--- src/rtl/owbm_pkg.sv ---
// Shared types, codes and reset values for the one-wire bus master.
// Depends on nothing; used by every module of the block.
package owbm_pkg;

    localparam int TICK_W    = 10;
    localparam int CFG_IDX_W = 3;
    localparam int BYTE_W    = 8;
    localparam int BIT_IDX_W = 3;

    typedef logic [TICK_W-1:0]    tick_t;
    typedef logic [CFG_IDX_W-1:0] cfg_idx_t;

    typedef enum logic [2:0] {
        PH_IDLE,
        PH_RST_LOW,
        PH_RST_WAIT,
        PH_RST_TAIL,
        PH_SLOT_LOW,
        PH_SLOT_REST
    } phase_t;

    typedef enum logic [1:0] {
        CMD_NONE,
        CMD_RESET,
        CMD_WRITE,
        CMD_READ
    } cmd_t;

    localparam cfg_idx_t CFG_RESET_LOW     = 3'd0;
    localparam cfg_idx_t CFG_PRESENCE_WAIT = 3'd1;
    localparam cfg_idx_t CFG_RESET_TAIL    = 3'd2;
    localparam cfg_idx_t CFG_SHORT_LOW     = 3'd3;
    localparam cfg_idx_t CFG_SLOT_REST     = 3'd4;
    localparam cfg_idx_t CFG_ZERO_LOW      = 3'd5;

    localparam tick_t RST_RESET_LOW     = 10'd480;
    localparam tick_t RST_PRESENCE_WAIT = 10'd80;
    localparam tick_t RST_RESET_TAIL    = 10'd400;
    localparam tick_t RST_SHORT_LOW     = 10'd10;
    localparam tick_t RST_SLOT_REST     = 10'd70;
    localparam tick_t RST_ZERO_LOW      = 10'd80;

    typedef struct packed {
        tick_t reset_low;
        tick_t presence_wait;
        tick_t reset_tail;
        tick_t short_low;
        tick_t slot_rest;
        tick_t zero_low;
    } cfg_t;

    typedef struct packed {
        logic [1:0]        mode;
        logic [BYTE_W-1:0] write_byte;
        logic              line_level;
    } item_t;

    typedef struct packed {
        logic              pull_low;
        logic              busy_res;
        logic              done_res;
        logic              presence;
        logic [BYTE_W-1:0] read_byte;
    } result_t;

endpackage

--- src/rtl/owbm_cfg_regs.sv ---
// Timing configuration registers of the one-wire bus master.
// Depends on owbm_pkg.
module owbm_cfg_regs (
    input  logic               aclk,
    input  logic               aresetn,
    input  logic               cfg_valid,
    input  owbm_pkg::cfg_idx_t cfg_index,
    input  owbm_pkg::tick_t    cfg_data,
    output owbm_pkg::cfg_t     cfg
);

    owbm_pkg::cfg_t cfg_reg;
    owbm_pkg::cfg_t cfg_next;

    always_comb begin
        cfg_next = cfg_reg;
        if (cfg_valid) begin
            case (cfg_index)
                owbm_pkg::CFG_RESET_LOW:     cfg_next.reset_low     = cfg_data;
                owbm_pkg::CFG_PRESENCE_WAIT: cfg_next.presence_wait = cfg_data;
                owbm_pkg::CFG_RESET_TAIL:    cfg_next.reset_tail    = cfg_data;
                owbm_pkg::CFG_SHORT_LOW:     cfg_next.short_low     = cfg_data;
                owbm_pkg::CFG_SLOT_REST:     cfg_next.slot_rest     = cfg_data;
                owbm_pkg::CFG_ZERO_LOW:      cfg_next.zero_low      = cfg_data;
                default:                     cfg_next = cfg_reg;
            endcase
        end
    end

    always_ff @(posedge aclk) begin
        if (!aresetn) begin
            cfg_reg.reset_low     <= owbm_pkg::RST_RESET_LOW;
            cfg_reg.presence_wait <= owbm_pkg::RST_PRESENCE_WAIT;
            cfg_reg.reset_tail    <= owbm_pkg::RST_RESET_TAIL;
            cfg_reg.short_low     <= owbm_pkg::RST_SHORT_LOW;
            cfg_reg.slot_rest     <= owbm_pkg::RST_SLOT_REST;
            cfg_reg.zero_low      <= owbm_pkg::RST_ZERO_LOW;
        end else begin
            cfg_reg <= cfg_next;
        end
    end

    assign cfg = cfg_reg;

endmodule

--- src/rtl/owbm_in_reg.sv ---
// Input register: holds one accepted tick until the step logic takes it.
// Depends on owbm_pkg.
module owbm_in_reg (
    input  logic            aclk,
    input  logic            aresetn,
    input  logic            s_valid,
    output logic            s_ready,
    input  owbm_pkg::item_t s_item,
    input  logic            advance,
    output logic            item_valid,
    output owbm_pkg::item_t item
);

    logic            valid_reg;
    logic            valid_next;
    owbm_pkg::item_t item_reg;

    assign s_ready = !valid_reg || advance;

    always_comb begin
        valid_next = valid_reg;
        if (s_ready) begin
            valid_next = s_valid;
        end
    end

    always_ff @(posedge aclk) begin
        if (!aresetn) begin
            valid_reg <= 1'b0;
        end else begin
            valid_reg <= valid_next;
        end
    end

    always_ff @(posedge aclk) begin
        if (s_valid && s_ready) begin
            item_reg <= s_item;
        end
    end

    assign item_valid = valid_reg;
    assign item       = item_reg;

endmodule

--- src/rtl/owbm_step.sv ---
// Bus sequencer: phase state machine, tick counter, bit shifter, presence.
// Depends on owbm_pkg; advances one tick per taken item.
module owbm_step (
    input  logic              aclk,
    input  logic              aresetn,
    input  owbm_pkg::cfg_t    cfg,
    input  owbm_pkg::item_t   item,
    input  logic              advance,
    output owbm_pkg::result_t result
);

    localparam int CNT_W = owbm_pkg::TICK_W + 1;

    owbm_pkg::phase_t                      phase_reg, phase_next;
    owbm_pkg::tick_t                       count_reg, count_next;
    logic [owbm_pkg::BIT_IDX_W-1:0]        bit_reg, bit_next;
    logic [owbm_pkg::BYTE_W-1:0]           shift_reg, shift_next;
    owbm_pkg::cmd_t                        kind_reg, kind_next;
    logic                                  presence_reg, presence_next;
    logic [owbm_pkg::BYTE_W-1:0]           read_reg, read_next;

    logic                                  start;
    owbm_pkg::phase_t                      eff_phase;
    owbm_pkg::tick_t                       eff_count;
    logic [owbm_pkg::BIT_IDX_W-1:0]        eff_bit;
    logic [owbm_pkg::BYTE_W-1:0]           eff_shift;
    owbm_pkg::cmd_t                        eff_kind;
    logic                                  cur_bit;
    owbm_pkg::tick_t                       low_len, rest_len, wait_len, cur_len;
    logic [CNT_W-1:0]                      cnt1;
    logic                                  phase_end;
    logic                                  finish;

    function automatic owbm_pkg::tick_t at_least_one(owbm_pkg::tick_t v);
        return (v == '0) ? owbm_pkg::tick_t'(1) : v;
    endfunction

    always_comb begin
        start     = (phase_reg == owbm_pkg::PH_IDLE)
                    && (owbm_pkg::cmd_t'(item.mode) != owbm_pkg::CMD_NONE);
        eff_phase = phase_reg;
        eff_count = count_reg;
        eff_bit   = bit_reg;
        eff_shift = shift_reg;
        eff_kind  = kind_reg;
        if (start) begin
            eff_kind  = owbm_pkg::cmd_t'(item.mode);
            eff_count = '0;
            eff_bit   = '0;
            eff_shift = (eff_kind == owbm_pkg::CMD_WRITE) ? item.write_byte : '0;
            eff_phase = (eff_kind == owbm_pkg::CMD_RESET) ? owbm_pkg::PH_RST_LOW
                                                          : owbm_pkg::PH_SLOT_LOW;
        end
        cur_bit  = eff_shift[eff_bit];
        wait_len = at_least_one(cfg.presence_wait);
        if (eff_kind == owbm_pkg::CMD_WRITE && !cur_bit) begin
            low_len = at_least_one(cfg.zero_low);
        end else begin
            low_len = at_least_one(cfg.short_low);
        end
        if (eff_kind == owbm_pkg::CMD_READ) begin
            rest_len = at_least_one(cfg.slot_rest);
        end else if (!cur_bit) begin
            rest_len = '0;
        end else begin
            rest_len = cfg.slot_rest;
        end
    end

    always_comb begin
        phase_next    = eff_phase;
        count_next    = eff_count;
        bit_next      = eff_bit;
        shift_next    = eff_shift;
        kind_next     = eff_kind;
        presence_next = presence_reg;
        read_next     = read_reg;
        cnt1          = {1'b0, eff_count} + CNT_W'(1);
        finish        = 1'b0;
        phase_end     = 1'b0;
        case (eff_phase)
            owbm_pkg::PH_RST_LOW:   cur_len = at_least_one(cfg.reset_low);
            owbm_pkg::PH_RST_WAIT:  cur_len = wait_len;
            owbm_pkg::PH_RST_TAIL:  cur_len = cfg.reset_tail;
            owbm_pkg::PH_SLOT_LOW:  cur_len = low_len;
            owbm_pkg::PH_SLOT_REST: cur_len = rest_len;
            default:                cur_len = '0;
        endcase
        if (eff_phase != owbm_pkg::PH_IDLE) begin
            if (eff_phase == owbm_pkg::PH_RST_WAIT && cnt1 >= {1'b0, wait_len}) begin
                presence_next = !item.line_level;
            end
            if (eff_phase == owbm_pkg::PH_SLOT_REST && eff_kind == owbm_pkg::CMD_READ
                && eff_count == '0 && item.line_level) begin
                shift_next[eff_bit] = 1'b1;
            end
            phase_end  = cnt1 >= {1'b0, cur_len};
            count_next = phase_end ? '0 : cnt1[owbm_pkg::TICK_W-1:0];
            if (phase_end) begin
                case (eff_phase)
                    owbm_pkg::PH_RST_LOW: begin
                        phase_next = owbm_pkg::PH_RST_WAIT;
                    end
                    owbm_pkg::PH_RST_WAIT: begin
                        if (cfg.reset_tail == '0) begin
                            finish = 1'b1;
                        end else begin
                            phase_next = owbm_pkg::PH_RST_TAIL;
                        end
                    end
                    owbm_pkg::PH_RST_TAIL: begin
                        finish = 1'b1;
                    end
                    owbm_pkg::PH_SLOT_LOW, owbm_pkg::PH_SLOT_REST: begin
                        if (eff_phase == owbm_pkg::PH_SLOT_LOW && rest_len != '0) begin
                            phase_next = owbm_pkg::PH_SLOT_REST;
                        end else if (eff_bit == '1) begin
                            finish = 1'b1;
                        end else begin
                            bit_next   = eff_bit + 1'b1;
                            phase_next = owbm_pkg::PH_SLOT_LOW;
                        end
                    end
                    default: begin
                        phase_next = eff_phase;
                    end
                endcase
            end
            if (finish) begin
                phase_next = owbm_pkg::PH_IDLE;
                if (eff_kind == owbm_pkg::CMD_READ) begin
                    read_next = shift_next;
                end
            end
        end
    end

    always_comb begin
        result.busy_res  = eff_phase != owbm_pkg::PH_IDLE;
        result.pull_low  = eff_phase == owbm_pkg::PH_RST_LOW
                           || eff_phase == owbm_pkg::PH_SLOT_LOW;
        result.done_res  = finish;
        result.presence  = presence_next;
        result.read_byte = read_next;
    end

    always_ff @(posedge aclk) begin
        if (!aresetn) begin
            phase_reg    <= owbm_pkg::PH_IDLE;
            count_reg    <= '0;
            bit_reg      <= '0;
            shift_reg    <= '0;
            kind_reg     <= owbm_pkg::CMD_NONE;
            presence_reg <= 1'b0;
            read_reg     <= '0;
        end else if (advance) begin
            phase_reg    <= phase_next;
            count_reg    <= count_next;
            bit_reg      <= bit_next;
            shift_reg    <= shift_next;
            kind_reg     <= kind_next;
            presence_reg <= presence_next;
            read_reg     <= read_next;
        end
    end

endmodule

--- src/rtl/owbm_out_reg.sv ---
// Result register: holds one tick's outputs until the receiver takes them.
// Depends on owbm_pkg.
module owbm_out_reg (
    input  logic              aclk,
    input  logic              aresetn,
    input  logic              load,
    input  owbm_pkg::result_t result,
    output logic              out_free,
    output logic              m_valid,
    input  logic              m_ready,
    output owbm_pkg::result_t m_result
);

    logic              valid_reg;
    logic              valid_next;
    owbm_pkg::result_t result_reg;

    assign out_free = !valid_reg || m_ready;

    always_comb begin
        valid_next = valid_reg;
        if (out_free) begin
            valid_next = load;
        end
    end

    always_ff @(posedge aclk) begin
        if (!aresetn) begin
            valid_reg <= 1'b0;
        end else begin
            valid_reg <= valid_next;
        end
    end

    always_ff @(posedge aclk) begin
        if (load) begin
            result_reg <= result;
        end
    end

    assign m_valid  = valid_reg;
    assign m_result = result_reg;

endmodule

--- src/rtl/one_wire_bus_master.sv ---
// One-wire bus master, one input transaction per microsecond tick.
// A tick's result passes from the input register through the sequencer step into the result register,
// and the result register can hold it while the receiver stalls.
// Throughput: one tick per cycle while m_ready does not stall the result register.
// Reset: aresetn synchronous active low; sequencer idle, timing registers at
// their defaults, presence and read byte cleared, both channels empty.
module one_wire_bus_master (
    input  logic                        aclk,
    input  logic                        aresetn,
    input  logic                        cfg_valid,
    output logic                        cfg_ready,
    input  owbm_pkg::cfg_idx_t          cfg_index,
    input  owbm_pkg::tick_t             cfg_data,
    input  logic                        s_valid,
    output logic                        s_ready,
    input  logic [1:0]                  s_mode,
    input  logic [owbm_pkg::BYTE_W-1:0] s_write_byte,
    input  logic                        s_line_level,
    output logic                        m_valid,
    input  logic                        m_ready,
    output logic                        m_pull_low,
    output logic                        m_busy_res,
    output logic                        m_done_res,
    output logic                        m_presence,
    output logic [owbm_pkg::BYTE_W-1:0] m_read_byte
);

    owbm_pkg::cfg_t    cfg;
    owbm_pkg::item_t   s_item;
    owbm_pkg::item_t   item;
    owbm_pkg::result_t result;
    owbm_pkg::result_t m_result;
    logic              item_valid;
    logic              out_free;
    logic              advance;

    assign cfg_ready = 1'b1;
    assign advance   = item_valid && out_free;

    assign s_item.mode       = s_mode;
    assign s_item.write_byte = s_write_byte;
    assign s_item.line_level = s_line_level;

    owbm_cfg_regs u_cfg (
        .aclk      (aclk),
        .aresetn   (aresetn),
        .cfg_valid (cfg_valid),
        .cfg_index (cfg_index),
        .cfg_data  (cfg_data),
        .cfg       (cfg)
    );

    owbm_in_reg u_in (
        .aclk       (aclk),
        .aresetn    (aresetn),
        .s_valid    (s_valid),
        .s_ready    (s_ready),
        .s_item     (s_item),
        .advance    (advance),
        .item_valid (item_valid),
        .item       (item)
    );

    owbm_step u_step (
        .aclk    (aclk),
        .aresetn (aresetn),
        .cfg     (cfg),
        .item    (item),
        .advance (advance),
        .result  (result)
    );

    owbm_out_reg u_out (
        .aclk     (aclk),
        .aresetn  (aresetn),
        .load     (advance),
        .result   (result),
        .out_free (out_free),
        .m_valid  (m_valid),
        .m_ready  (m_ready),
        .m_result (m_result)
    );

    assign m_pull_low  = m_result.pull_low;
    assign m_busy_res  = m_result.busy_res;
    assign m_done_res  = m_result.done_res;
    assign m_presence  = m_result.presence;
    assign m_read_byte = m_result.read_byte;

endmodule

--- config.mk ---
export PLATFORM = sky130hd
export DESIGN_NAME = one_wire_bus_master
export DESIGN_NICKNAME = d
export VERILOG_FILES = /design/src/rtl/owbm_pkg.sv /design/src/rtl/owbm_cfg_regs.sv /design/src/rtl/owbm_in_reg.sv /design/src/rtl/owbm_step.sv /design/src/rtl/owbm_out_reg.sv /design/src/rtl/one_wire_bus_master.sv
export SDC_FILE = /design/constraint.sdc
export NUM_CORES = 1
export LEC_CHECK = 0
export ABC_CLOCK_PERIOD_IN_PS = 4300
export BUFFER_PORTS_ARGS = -buffer_cell sky130_fd_sc_hd__buf_2
export CORE_ASPECT_RATIO = 1.1
export CORE_MARGIN = 5
export CORE_UTILIZATION = 61
export CTS_CLUSTER_DIAMETER = 30
export DETAILED_ROUTE_END_ITERATION = 8
export GPL_ROUTABILITY_DRIVEN = 0
export HOLD_SLACK_MARGIN = 0.02
export PLACE_DENSITY = 0.8
export SLEW_MARGIN = 20
export SYNTH_ARGS = -nofsm -noshare
export SYNTH_HDL_FRONTEND = slang
export SYNTH_SLANG_ARGS = --single-unit
export TNS_END_PERCENT = 20
--- constraint.sdc ---
create_clock -name aclk -period 4.3 [get_ports aclk]
set_input_delay 0.86 -clock aclk [delete_from_list [all_inputs] [get_ports aclk]]
set_output_delay 0.86 -clock aclk [all_outputs]
set_load 0.1 [all_outputs]
=== Word level (Yosys, flattened, before mapping) ===
Cells that the tools add are included.

* Output and inout bits: 15
* Logic and storage cells: 128
* Flip-flop bits (word level): 120
* Bits of input ports: 29

* Reductions and logical operators: 36
* $add $sub $neg: 2
* Order comparisons: 4
* Equality and inequality tests: 15
* Bitwise operators: 1
* Multiplexer cells: 47

{| class="wikitable"
|+ Operators with widths
! kind !! count
|-
| 10-bit two-way mux || 11
|-
| 10-bit logical NOT || 7
|-
| 8-bit two-way mux || 7
|-
| 10-bit case mux with 5 select lines || 1
|-
| 3-bit two-way mux || 14
|-
| 11-bit by 10-bit greater-or-equal comparator with 1-bit output || 2
|-
| 3-bit equality test, second input constant || 5
|-
| 3-bit by 2-bit equality test with 1-bit output, second input constant || 4
|-
| 2-bit AND reduction || 6
|-
| 10-bit by 1-bit adder with 11-bit output, second input constant || 1
|-
| 1-bit logical AND || 10
|-
| 10-bit nonzero test || 1
|-
| 1-bit two-way mux || 9
|-
| 3-bit case mux with 3 select lines || 1
|-
| 8-bit bitwise OR || 1
|-
| 2-bit equality test, second input constant || 3
|-
| 3-bit by 1-bit equality test with 1-bit output, second input constant || 2
|-
| 3-bit logical NOT || 2
|-
| 1-bit logical NOT || 4
|-
| 3-bit by 4-bit < comparator with 1-bit output, second input constant || 1
|-
| 3-bit by 1-bit adder with 3-bit output, second input constant || 1
|-
| 1-bit binary-select mux with 3-bit select || 1
|-
| 1-bit demux with 3-bit select || 1
|-
| 3-bit by 1-bit greater-or-equal comparator with 1-bit output, second input constant || 1
|-
| 7 further kinds || 9
|}

=== Depth between registers and ports, before layout ===
Gate-level depths: netlist of run 1.

* Depth after elaboration: 15
* Gate-level depth with buffers: 20
* Mapped depth without buffers: 16

=== By module ===
Synthesis of run 1 repeated with hierarchy kept, for this count alone.

* Cell total of the unflattened synthesis: 700
* Area total of the unflattened synthesis: 6,351.1 µm²

{| class="wikitable"
|+ Modules (own cells, without submodules)
! module !! cells an instance !! times used !! area an instance (µm²)
|-
| owbm_step || 442 || 1 || 3,220.6
|-
| owbm_cfg_regs || 223 || 1 || 2,316.0
|-
| owbm_out_reg || 16 || 1 || 409.1
|-
| owbm_in_reg || 16 || 1 || 387.9
|-
| one_wire_bus_master || 3 || 1 || 17.5
|}

=== Worst setup path before layout of run 1 ===
Ideal clock, no wire load.

* Kind: flip-flop to flip-flop
* Start point: register u_step.bit_reg[0] (netlist name)
* End point: register u_out.result_reg, in the netlist u_out.m_result[0], data pin
* Arrival: 3.641 ns
* Slack: 0.399 ns
* Data required time: 4.040 ns
* Path buffers: 2
* Cell stages (with the launch flop): 16
* Cell sequence: dfxtp_1 > mux4_2 > mux2_2 > nor4b_2 > a31oi_1 > buf_6 > mux2_1 > a221oi_1 > ha_1 > nand2_1 > o21ai_0 > a41oi_1 > o211a_1 > buf_6 > nor2_2 > mux2_2

{| class="wikitable"
|+ RTL lines
! what !! line !! RTL
|-
| from (decl) || owbm_step.sv:16 || <nowiki>logic [owbm_pkg::BIT_IDX_W-1:0] bit_reg, bit_next;</nowiki>
|-
| from (signal assigned) || owbm_step.sv:159 || <nowiki>bit_reg <= bit_next;</nowiki>
|-
| to (signal assigned) || owbm_out_reg.sv:37 || <nowiki>result_reg <= result;</nowiki>
|-
| to (decl) || owbm_out_reg.sv:16 || <nowiki>owbm_pkg::result_t result_reg;</nowiki>
|}

=== Final worst setup path of run 1 ===
* Start point: register u_in.item_reg, in the netlist u_in.item[9]
* End point: register u_step.read_reg[7] (netlist name)

* Word-level cells in the longest chain between the ends: 15
* Elaborated cells on any way between the ends: 52
* Classes of those cells: add/sub: 1; order compare: 3; eq/ne: 10; mux: 24; bitwise: 1; reduce/logical: 13

{| class="wikitable"
|+ Ends and longest elaborated chain
! what !! line !! RTL
|-
| from (decl) || owbm_in_reg.sv:16 || <nowiki>owbm_pkg::item_t item_reg;</nowiki>
|-
| from (signal assigned) || owbm_in_reg.sv:37 || <nowiki>item_reg <= s_item;</nowiki>
|-
| branches (longest 14 deep; another with 11-bit by 10-bit greater-or-equal comparator with 1-bit output) || -- ||
|-
| 8-bit two-way mux * || owbm_step.sv:89 || <nowiki>if (eff_phase != owbm_pkg::PH_IDLE) begin</nowiki>
|-
| to (signal assigned) || owbm_step.sv:163 || <nowiki>read_reg <= read_next;</nowiki>
|-
| to (decl) || owbm_step.sv:20 || <nowiki>logic [owbm_pkg::BYTE_W-1:0] read_reg, read_next;</nowiki>
|}

Every way passes the cells marked *. The select of a mux whose other input is x is not followed.
A chain may end at the register's enable or synchronous reset.

==> results of run 1 <==
cell families (layout without fill, tap and decap cells):
kind of cell	after synthesis	count (layout)
and+or+nand+nor	324	324
AOI/OAI and AO/OA	171	171
DFF	120	120
buffers and inverters	54	119
muxes	37	37
adders and majority gates	23	23
xor gates and xnor gates	6	6
other	1	1
synthesized netlist by cell type, types with 2 or more instances:
cell	n	area [um^2]
o2111ai_1	2	17.5
mux2i_1	19	190
nor4_1	12	75.1
or4_1	2	15.0
xor2_1	4	35.0
ha_1	23	288
or3_1	6	37.5
xnor2_1	2	17.5
o21ai_0	26	130
o211a_1	3	30.0
dfxtp_1	97	1940
edfxtp_1	23	691
nand4_1	2	12.5
o31ai_1	3	22.5
a21o_1	3	22.5
clkbuf_1	25	93.8
a31oi_1	7	43.8
and3_1	4	25.0
o211ai_1	8	60.1
o22ai_1	3	18.8
nor3_1	16	80.1
inv_1	20	75.1
a21boi_0	47	353
a22oi_1	10	75.1
and2_1	5	31.3
o21a_1	7	52.6
mux4_2	2	45.0
buf_6	3	33.8
a41oi_1	2	17.5
mux2_2	10	113
o221ai_1	2	17.5
a21oi_1	29	145
nor3b_1	2	15.0
buf_2	4	20.0
nand2_1	156	586
nand2b_1	9	56.3
mux2_1	6	67.6
nand3_1	29	145
a221oi_1	7	61.3
nor2_1	40	150
nor2b_1	28	175
worst reg2reg max path: stages (launching register included):
cell and delay, ns:
edfxtp_1 0.44, buf_4 0.20, nor2b_1 0.26, buf_4 0.24
nand3_1 0.14, nand3_1 0.11, and2_1 0.33, nor2b_2 0.30
a21oi_1 0.11, ha_1 0.29, a21o_1 0.16, a211o_1 0.28
a41oi_1 0.19, o211a_2 0.31, buf_4 0.19, nor3_4 0.04
buf_4 0.20, mux2i_1 0.18, nor2b_1 0.06
power by group through the flow:
stage | Sequential, mW | Clock [mW] | Combinational, mW
floorplan | 1.25 | 0 | 0.168
global placement | 1.23 | 0 | 0.278
detailed placement | 1.23 | 0 | 0.286
CTS | 1.20 | 1.31 | 0.289
global route | 1.21 | 1.37 | 0.321
finish | 1.21 | 1.30 | 0.298
worst max path at each step:
stage | endpoint | depth (start not counted) | slack [ns]
after floorplan | u_out.m_result[0]$_DFFE_PP_ | 15 | 0.40
after global placement | u_out.m_result[1]$_DFFE_PP_ | 13 | 0.06
after detailed placement | u_step.read_reg[5]$_SDFFE_PN0P_ | 15 | -0.05
after CTS | u_step.read_reg[7]$_SDFFE_PN0P_ | 15 | 0.0008
after global routing | u_step.read_reg[7]$_SDFFE_PN0P_ | 18 | -0.03
final | u_step.read_reg[7]$_SDFFE_PN0P_ | 18 | 0.18
metal layers:
| layer | global-route usage (%) | vias up | part of all wire (%) |
|---|---|---|---|
| met3 | 5.87 | 55 | 7.0 |
| met5 | 0 | - | 0 |
| met4 | 15.3 | 0 | 4.6 |
| met1 | 32.8 | 2749 | 38 |
| met2 | 51.1 | 248 | 51 |
| li1 | - | 2722 | - |
area by class of cell:
| type | count | area (um^2) |
|---|---|---|
| inverters | 20 | 75.1 |
| clock inverters | 10 | 67.6 |
| multi-input cells | 562 | 3530 |
| clock buffers | 22 | 484 |
| repair buffers | 67 | 398 |
| flip-flops and latches | 120 | 2640 |
| fillers | 797 | 2930 |
| well taps | 143 | 179 |
per-stage QoR:
stage	setup WS, ns	util, %	hold WS [ns]
global route	-0.0306	71.6	0.507
finish	0.176	71.6	0.481
detailed placement	-0.0538	65.6	0.458
global placement	0.0592	65.6	0.443
CTS	0.000847	71.0	0.477
floorplan	0.399	-	0.429
placed cells by master, fill, tap and decap left out, types with 7 or more instances in the layout:
cell type  count
edfxtp_1      23
mux2_2        10
nand3_1       29
inv_1         20
a22oi_1       10
a21oi_1       29
nor4_1        12
o211ai_1       8
dfxtp_1       95
nor2b_1       27
a21boi_0      47
nand2_1      156
ha_1          23
mux2i_1       19
buf_2         42
buf_4         25
o21a_1         7
nor3_1        15
o21ai_0       25
clkbuf_16     17
nor2_1        39
nand2b_1       9
what timing repair did:
action	4_1_cts	5_1_grt
setup endpoints to repair	17	29
gates resized for setup	1	14
pin swaps	0	1
==> summary.txt, run 1 <==
Status
  – Status: complete, no violations

GRT
  – Vias in the first global route: 5,584
  – Largest net degree at the start of global routing: between 40 and 50
  – First-pass GRT wire length: 28,000 um
  – Total Routing Usage GR: between 20% and 30%
  – Initial antenna violation count: 0
  – Total congestion overflow: 0

Pwr
  – Part of the power in the clock network: 46.4%
  – VDD IR max: 260 uV
  – Sw frac: 26.1%
  – Power Dens Cells: 381 mW/mm^2
  – Leakage: 2.81 nW
  – Overall Power: 2.81 mW
  – Sequential share of power: 42.9%
  – Internal Power: 2.07 mW
  – Comb power frac: 10.6%
  – P_sw: 0.734 mW

Clock network
  – Clock Path Buffers: 2
  – CTS tree: built
  – Clock sink count: 120
  – Worst-path clk slew: 0.05 ns
  – Postcts setup bufs: 0
  – Clk Latency, worst-skew pair: about 0.42 ns
  – Cts hold-fix bufs: 0
  – CTS Buf Count: 17
  – CTS root buf: clkbuf_16
  – Max H-tree Level: 4

Critical path
  – Startpoint Class: register
  – Worst Path Required: 4.61 ns
  – Crit-path cells: buf_4 -> nor2b_1 -> buf_4 -> nand3_1 -> nand3_1 -> and2_1 -> nor2b_2 -> a21oi_1 -> ha_1 -> a21o_1 -> a211o_1 -> a41oi_1 -> o211a_2 -> buf_4 -> nor3_4 -> buf_4 -> mux2i_1 -> nor2b_1
  – Crit. End Element: register
  – Worst reg2reg startpoint: u_in.item[9]$_DFFE_PP_
  – Worst setup path startpoint: u_in.item[9]$_DFFE_PP_
  – WP buf/inv: 4
  – CP max FO: 10
  – Crit path DAT: about 4.4 ns
  – Kind of critical path: reg2reg
  – Crit path top cell by count: buf_4
  – R2R Path End: u_step.read_reg[7]$_SDFFE_PN0P_
  – CP peak stage delay: 0.44 ns
  – FF-to-FF path depth: 18
  – Top Family by Delay on Critical Path: simple AND/OR/NAND/NOR gates
  – Critical Path Slowest Stage Cell: edfxtp_1
  – R2r setup slk: 0.18 ns

Worst hold path
  – Worst Min Path Start: u_cfg.cfg[20]$_SDFFE_PN0P_
  – Worst hold path type: reg2reg
  – Hold Path Depth: 2
  – Min-Delay Endpoint: u_cfg.cfg[20]$_SDFFE_PN0P_

Timing
  – Clock skew after layout: 0.00755 ns
  – Final Hold Vio Count: 0
  – Final setup viols: 0
  – Slew margin rel.: about 42%
  – Pins Over Slew Limit: 0
  – Slew @ Worst Pin: 0.874 ns
  – Fin crit period: 4.12 ns
  – FMAX: 0.242 GHz
  – Setup TNS: 0 ns
  – Tcrit/Tclk final: 95.9%

Route
  – Final ANT Viol Nets: 0
  – Final wirelength: 17,400 um
  – Via count: 5,774
  – Routed WL per cell: 18.4 um
  – Drt initial violations: 383
  – Drt pass-1 iters: 5
  – # DRC: 0
  – Vias per cell: 6.12

Placed design
  – Placed Area: between 0.006 and 0.007 mm^2
  – DP HPWL: 12,600 um
  – Port buffer count: 42
  – Placed Cells: 912

Synth
  – Simple-Gate Fraction of Synth Area: 24.1%
  – Syn_nets: 788
  – Ys flop type: dfxtp_1
  – Post-synthesis register bit count: 120
  – Post-synthesis adder-cell area fraction: 4.54%
  – Syn_area_per_cell: around 8.6 um^2
  – Synth Cell Area: roughly 0.0063 mm^2
  – Mux contribution to synthesized area: under 10%
  – Synth Instances: roughly 740
  – Yosys cell types: 69
  – Synth warn: 0
  – Post-synth EDFFs: 23
  – Xor and xnor area share after synthesis: 0.829%
  – Complex-gate fraction of the synthesized area: 18.6%
  – Combinational family with the most area after synthesis: simple AND/OR/NAND/NOR gates
  – Share of the yosys chip area belonging to registers: 41.5%
  – Async SR Flop Fraction: 0%

Floorplan
  – Die area: 0.0125 mm^2
  – Die width: 107 um
  – Io pins: 44
  – Std cell rows: 39
  – Die height: 117 um
  – Placeable Area: 0.0103 mm^2
  – Initial cell density of the core: 61.5%

Flow run
  – Total of max-cap violations: 0

Finish
  – Largest register FFs: 60
  – Finished Layout Cells: 944
  – Nets: 840
  – Finished Cell Area: 0.00737 mm^2
  – Share of layout cells above drive strength 1: 16.7%
  – Syn-to-layout area delta: 16.3%
  – Ant. Diodes: 0
No activity file was read; power rests on OpenSTA's default activity.
==> run 2, diff against run 1 <==
Settings changed: CORE_MARGIN 5 to 2.
==> run 2 against run 1 <==
  * Setup slack worse by 0.035 ns
  * Largest power group unchanged
  * Sequential share of layout area shrank 0.45 points
  * Clock power increased by 9%
  * Count of clock-buffer cells in the layout is 2 lower
  * First-iteration DRC count is 6.0% lower
  * Utilization grew 1.3 points
  * Fmax fell by 0.84%
  * Global-route usage up 3.4 points
  * Combinational power up 2%
  * Critical endpoint is now u_step.bit_reg[0]$_SDFFE_PN0P_
  * Sequential cell count did not move
  * Clock skew shrank 0.0012 ns
  * Wire length increased by 0.40%
==> summary.txt, run 2 (synthesis results as in run 1) <==
Clock network
  – Clock Path Buffers: 2
  – CTS root buf: clkbuf_16
  – Clock sink count: 120
  – Clk Latency, worst-skew pair: 0.42 ns
  – Worst-path clk slew: 0.06 ns
  – CTS tree: built
  – Max H-tree Level: 4
  – CTS Buf Count: 17

Pwr
  – Part of the power in the clock network: 48.4%
  – Sw frac: 26.0%
  – Leakage: 2.88 nW
  – VDD IR max: 283 uV
  – Comb power frac: 10.4%
  – Overall Power: 2.93 mW
  – Sequential share of power: about two fifths
  – Internal Power: around 2.2 mW
  – Power Dens Cells: between 300 and 400 mW/mm^2
  – P_sw: approximately 0.76 mW

Route
  – Final wirelength: 17,500 um
  – Routed WL per cell: 18.8 um
  – # DRC: 0
  – Drt initial violations: 360
  – Final ANT Viol Nets: 0
  – Drt pass-1 iters: 5
  – Via count: 5,799
  – Vias per cell: about 6.2

GRT
  – Initial antenna violation count: 0
  – Total congestion overflow: 0
  – Vias in the first global route: 5,708
  – First-pass GRT wire length: 28,100 um
  – Largest net degree at the start of global routing: 75
  – Total Routing Usage GR: 32.2%

Floorplan
  – Die area: approximately 0.011 mm^2
  – Io pins: 44
  – Die height: 111 um
  – Die width: between 100 and 150 um
  – Std cell rows: 39
  – Initial cell density of the core: 61.8%
  – Placeable Area: 0.0102 mm^2

Worst hold path
  – Worst Min Path Start: u_cfg.cfg[40]$_SDFFE_PN0P_
  – Worst hold path type: reg2reg
  – Min-Delay Endpoint: u_cfg.cfg[40]$_SDFFE_PN0P_
  – Hold Path Depth: 2

Timing
  – Unrepaired setup endpoints after global routing: true
  – Setup WS post-layout: 0.141 ns
  – Slew @ Worst Pin: 0.860 ns
  – Slew margin rel.: 42.5%
  – Final setup viols: 0
  – Pins Over Slew Limit: 0
  – FMAX: 0.240 GHz
  – Final Hold Vio Count: 0
  – Clock skew after layout: 0.00638 ns
  – Fin crit period: 4.16 ns
  – Tcrit/Tclk final: 96.7%
  – Setup TNS: 0 ns

Finish
  – Syn-to-layout area delta: 17.9%
  – Share of layout cells above drive strength 1: 17.7%
  – Finished Layout Cells: 931
  – Most frequent cells in the layout: nand2_1 (156), dfxtp_1 (95), a21boi_0 (47), buf_2 (42), nor2_1 (40)
  – # fillers: 738
  – Nets: 847
  – Most common cell after layout, fill and taps aside: nand2_1
  – Ant. Diodes: 0
  – Largest register FFs: 60

Flow run
  – Total of max-cap violations: 0

Critical path
  – FF-to-FF path depth: 16
  – CP peak stage delay: 0.49 ns
  – Top Family by Delay on Critical Path: compound AO/OA/AOI/OAI gates
  – Kind of critical path: reg2reg
  – Crit-path cells: mux4_2 -> mux2_4 -> nor4b_4 -> a31oi_4 -> buf_6 -> mux2_1 -> a221oi_2 -> ha_2 -> a21o_1 -> a211o_1 -> a41oi_1 -> o211a_2 -> buf_4 -> nor3_2 -> a21oi_1 -> o21a_1
  – Crit path DAT: 4.47 ns
  – Crit. End Element: register
  – WP buf/inv: 2
  – R2R Path End: u_step.bit_reg[0]$_SDFFE_PN0P_
  – Critical Path Slowest Stage Cell: mux4_2
  – CP max FO: 7
  – R2r setup slk: ~0.14 ns
  – Startpoint Class: register
  – Worst Path Required: around 4.6 ns
  – Worst reg2reg startpoint: u_step.bit_reg[1]$_SDFFE_PN0P_

Placed design
  – Port buffer count: 42
  – Pre-CTS WS: -0.146 ns
  – DP HPWL: 12,100 um
  – Placed Cells: 894

Status
  – Status: complete, no violations
run 2: cell types whose count changed in the layout (fill, tap and decap cells not counted), sizes merged:
cell | previous run | this run
buf | 67 | 74
bufinv | 0 | 1
clkbuf | 22 | 20
clkinv | 4 | 7
clkinvlp | 3 | 0
inv | 23 | 24
run 2: stage by stage:
| step | utilization, % | hold WS [ns] | instance area, um^2 |
|---|---|---|---|
| after CTS | 71.8 | 0.472 | 7360 |
| after floorplan | - | 0.429 | 6340 |
| after detailed placement | 65.8 | 0.467 | 6740 |
| after global placement | 65.8 | 0.443 | 6740 |
| final | 72.9 | 0.475 | 7470 |
| after global routing | 72.9 | 0.484 | 7470 |
run 2: worst min-delay path, stage by stage, from the launching register on:
cell and delay, ns:
dfxtp_1 0.31, nand2_1 0.05, a21boi_0 0.07
run 2: worst max path at each step:
stage / startpoint / end / slack (ns) / depth (start not counted)
after global routing: u_step.bit_reg[1]$_SDFFE_PN0P_ / u_step.read_reg[0]$_SDFFE_PN0P_ / -0.06 / 17
after CTS: u_step.bit_reg[1]$_SDFFE_PN0P_ / u_step.read_reg[2]$_SDFFE_PN0P_ / 0.03 / 16
after global placement: u_step.bit_reg[1]$_SDFFE_PN0P_ / u_out.m_result[1]$_DFFE_PP_ / -0.04 / 13
after detailed placement: u_step.bit_reg[1]$_SDFFE_PN0P_ / u_out.m_result[1]$_DFFE_PP_ / -0.15 / 13
after floorplan: u_step.bit_reg[0]$_SDFFE_PN0P_ / u_out.m_result[0]$_DFFE_PP_ / 0.40 / 15
final: u_step.bit_reg[1]$_SDFFE_PN0P_ / u_step.bit_reg[0]$_SDFFE_PN0P_ / 0.14 / 16
run 2: repair_timing:
action / CTS / global route
gates cloned: 0 / 1
buffers inserted: 0 / 4
pin swaps: 0 / 5
hold buffers: 0 / 0
resized for setup: 3 / 21
setup endpoints to repair: 26 / 33
run 2: per-layer routing:
metal	wire length [um]	up-vias	GRT usage, %
met5	0	-	0
met4	1010	0	17.4
met3	1150	73	6.43
met2	8670	259	54.1
met1	6640	2723	38.0
li1	-	2744	-
run 2: layout make-up:
| class | count | area (um^2) | share of cell area [%] |
|---|---|---|---|
| Clock buffer | 20 | 489 | 6.55 |
| Clock inverter | 12 | 111 | 1.49 |
| Inverter | 20 | 75.1 | 1.01 |
| Multi-Input combinational cell | 562 | 3540 | 47.4 |
| Sequential cell | 120 | 2640 | 35.3 |
| Tap cell | 123 | 154 | 2.06 |
| Timing Repair Buffer | 74 | 458 | 6.13 |
run 2: power by group through the flow:
stage	clock network, mW	registers, mW	logic [mW]
finish	1.42	1.21	0.304
global route	1.47	1.21	0.328
CTS	1.42	1.20	0.291
detailed placement	0	1.23	0.286
global placement	0	1.23	0.279
floorplan	0	1.25	0.168
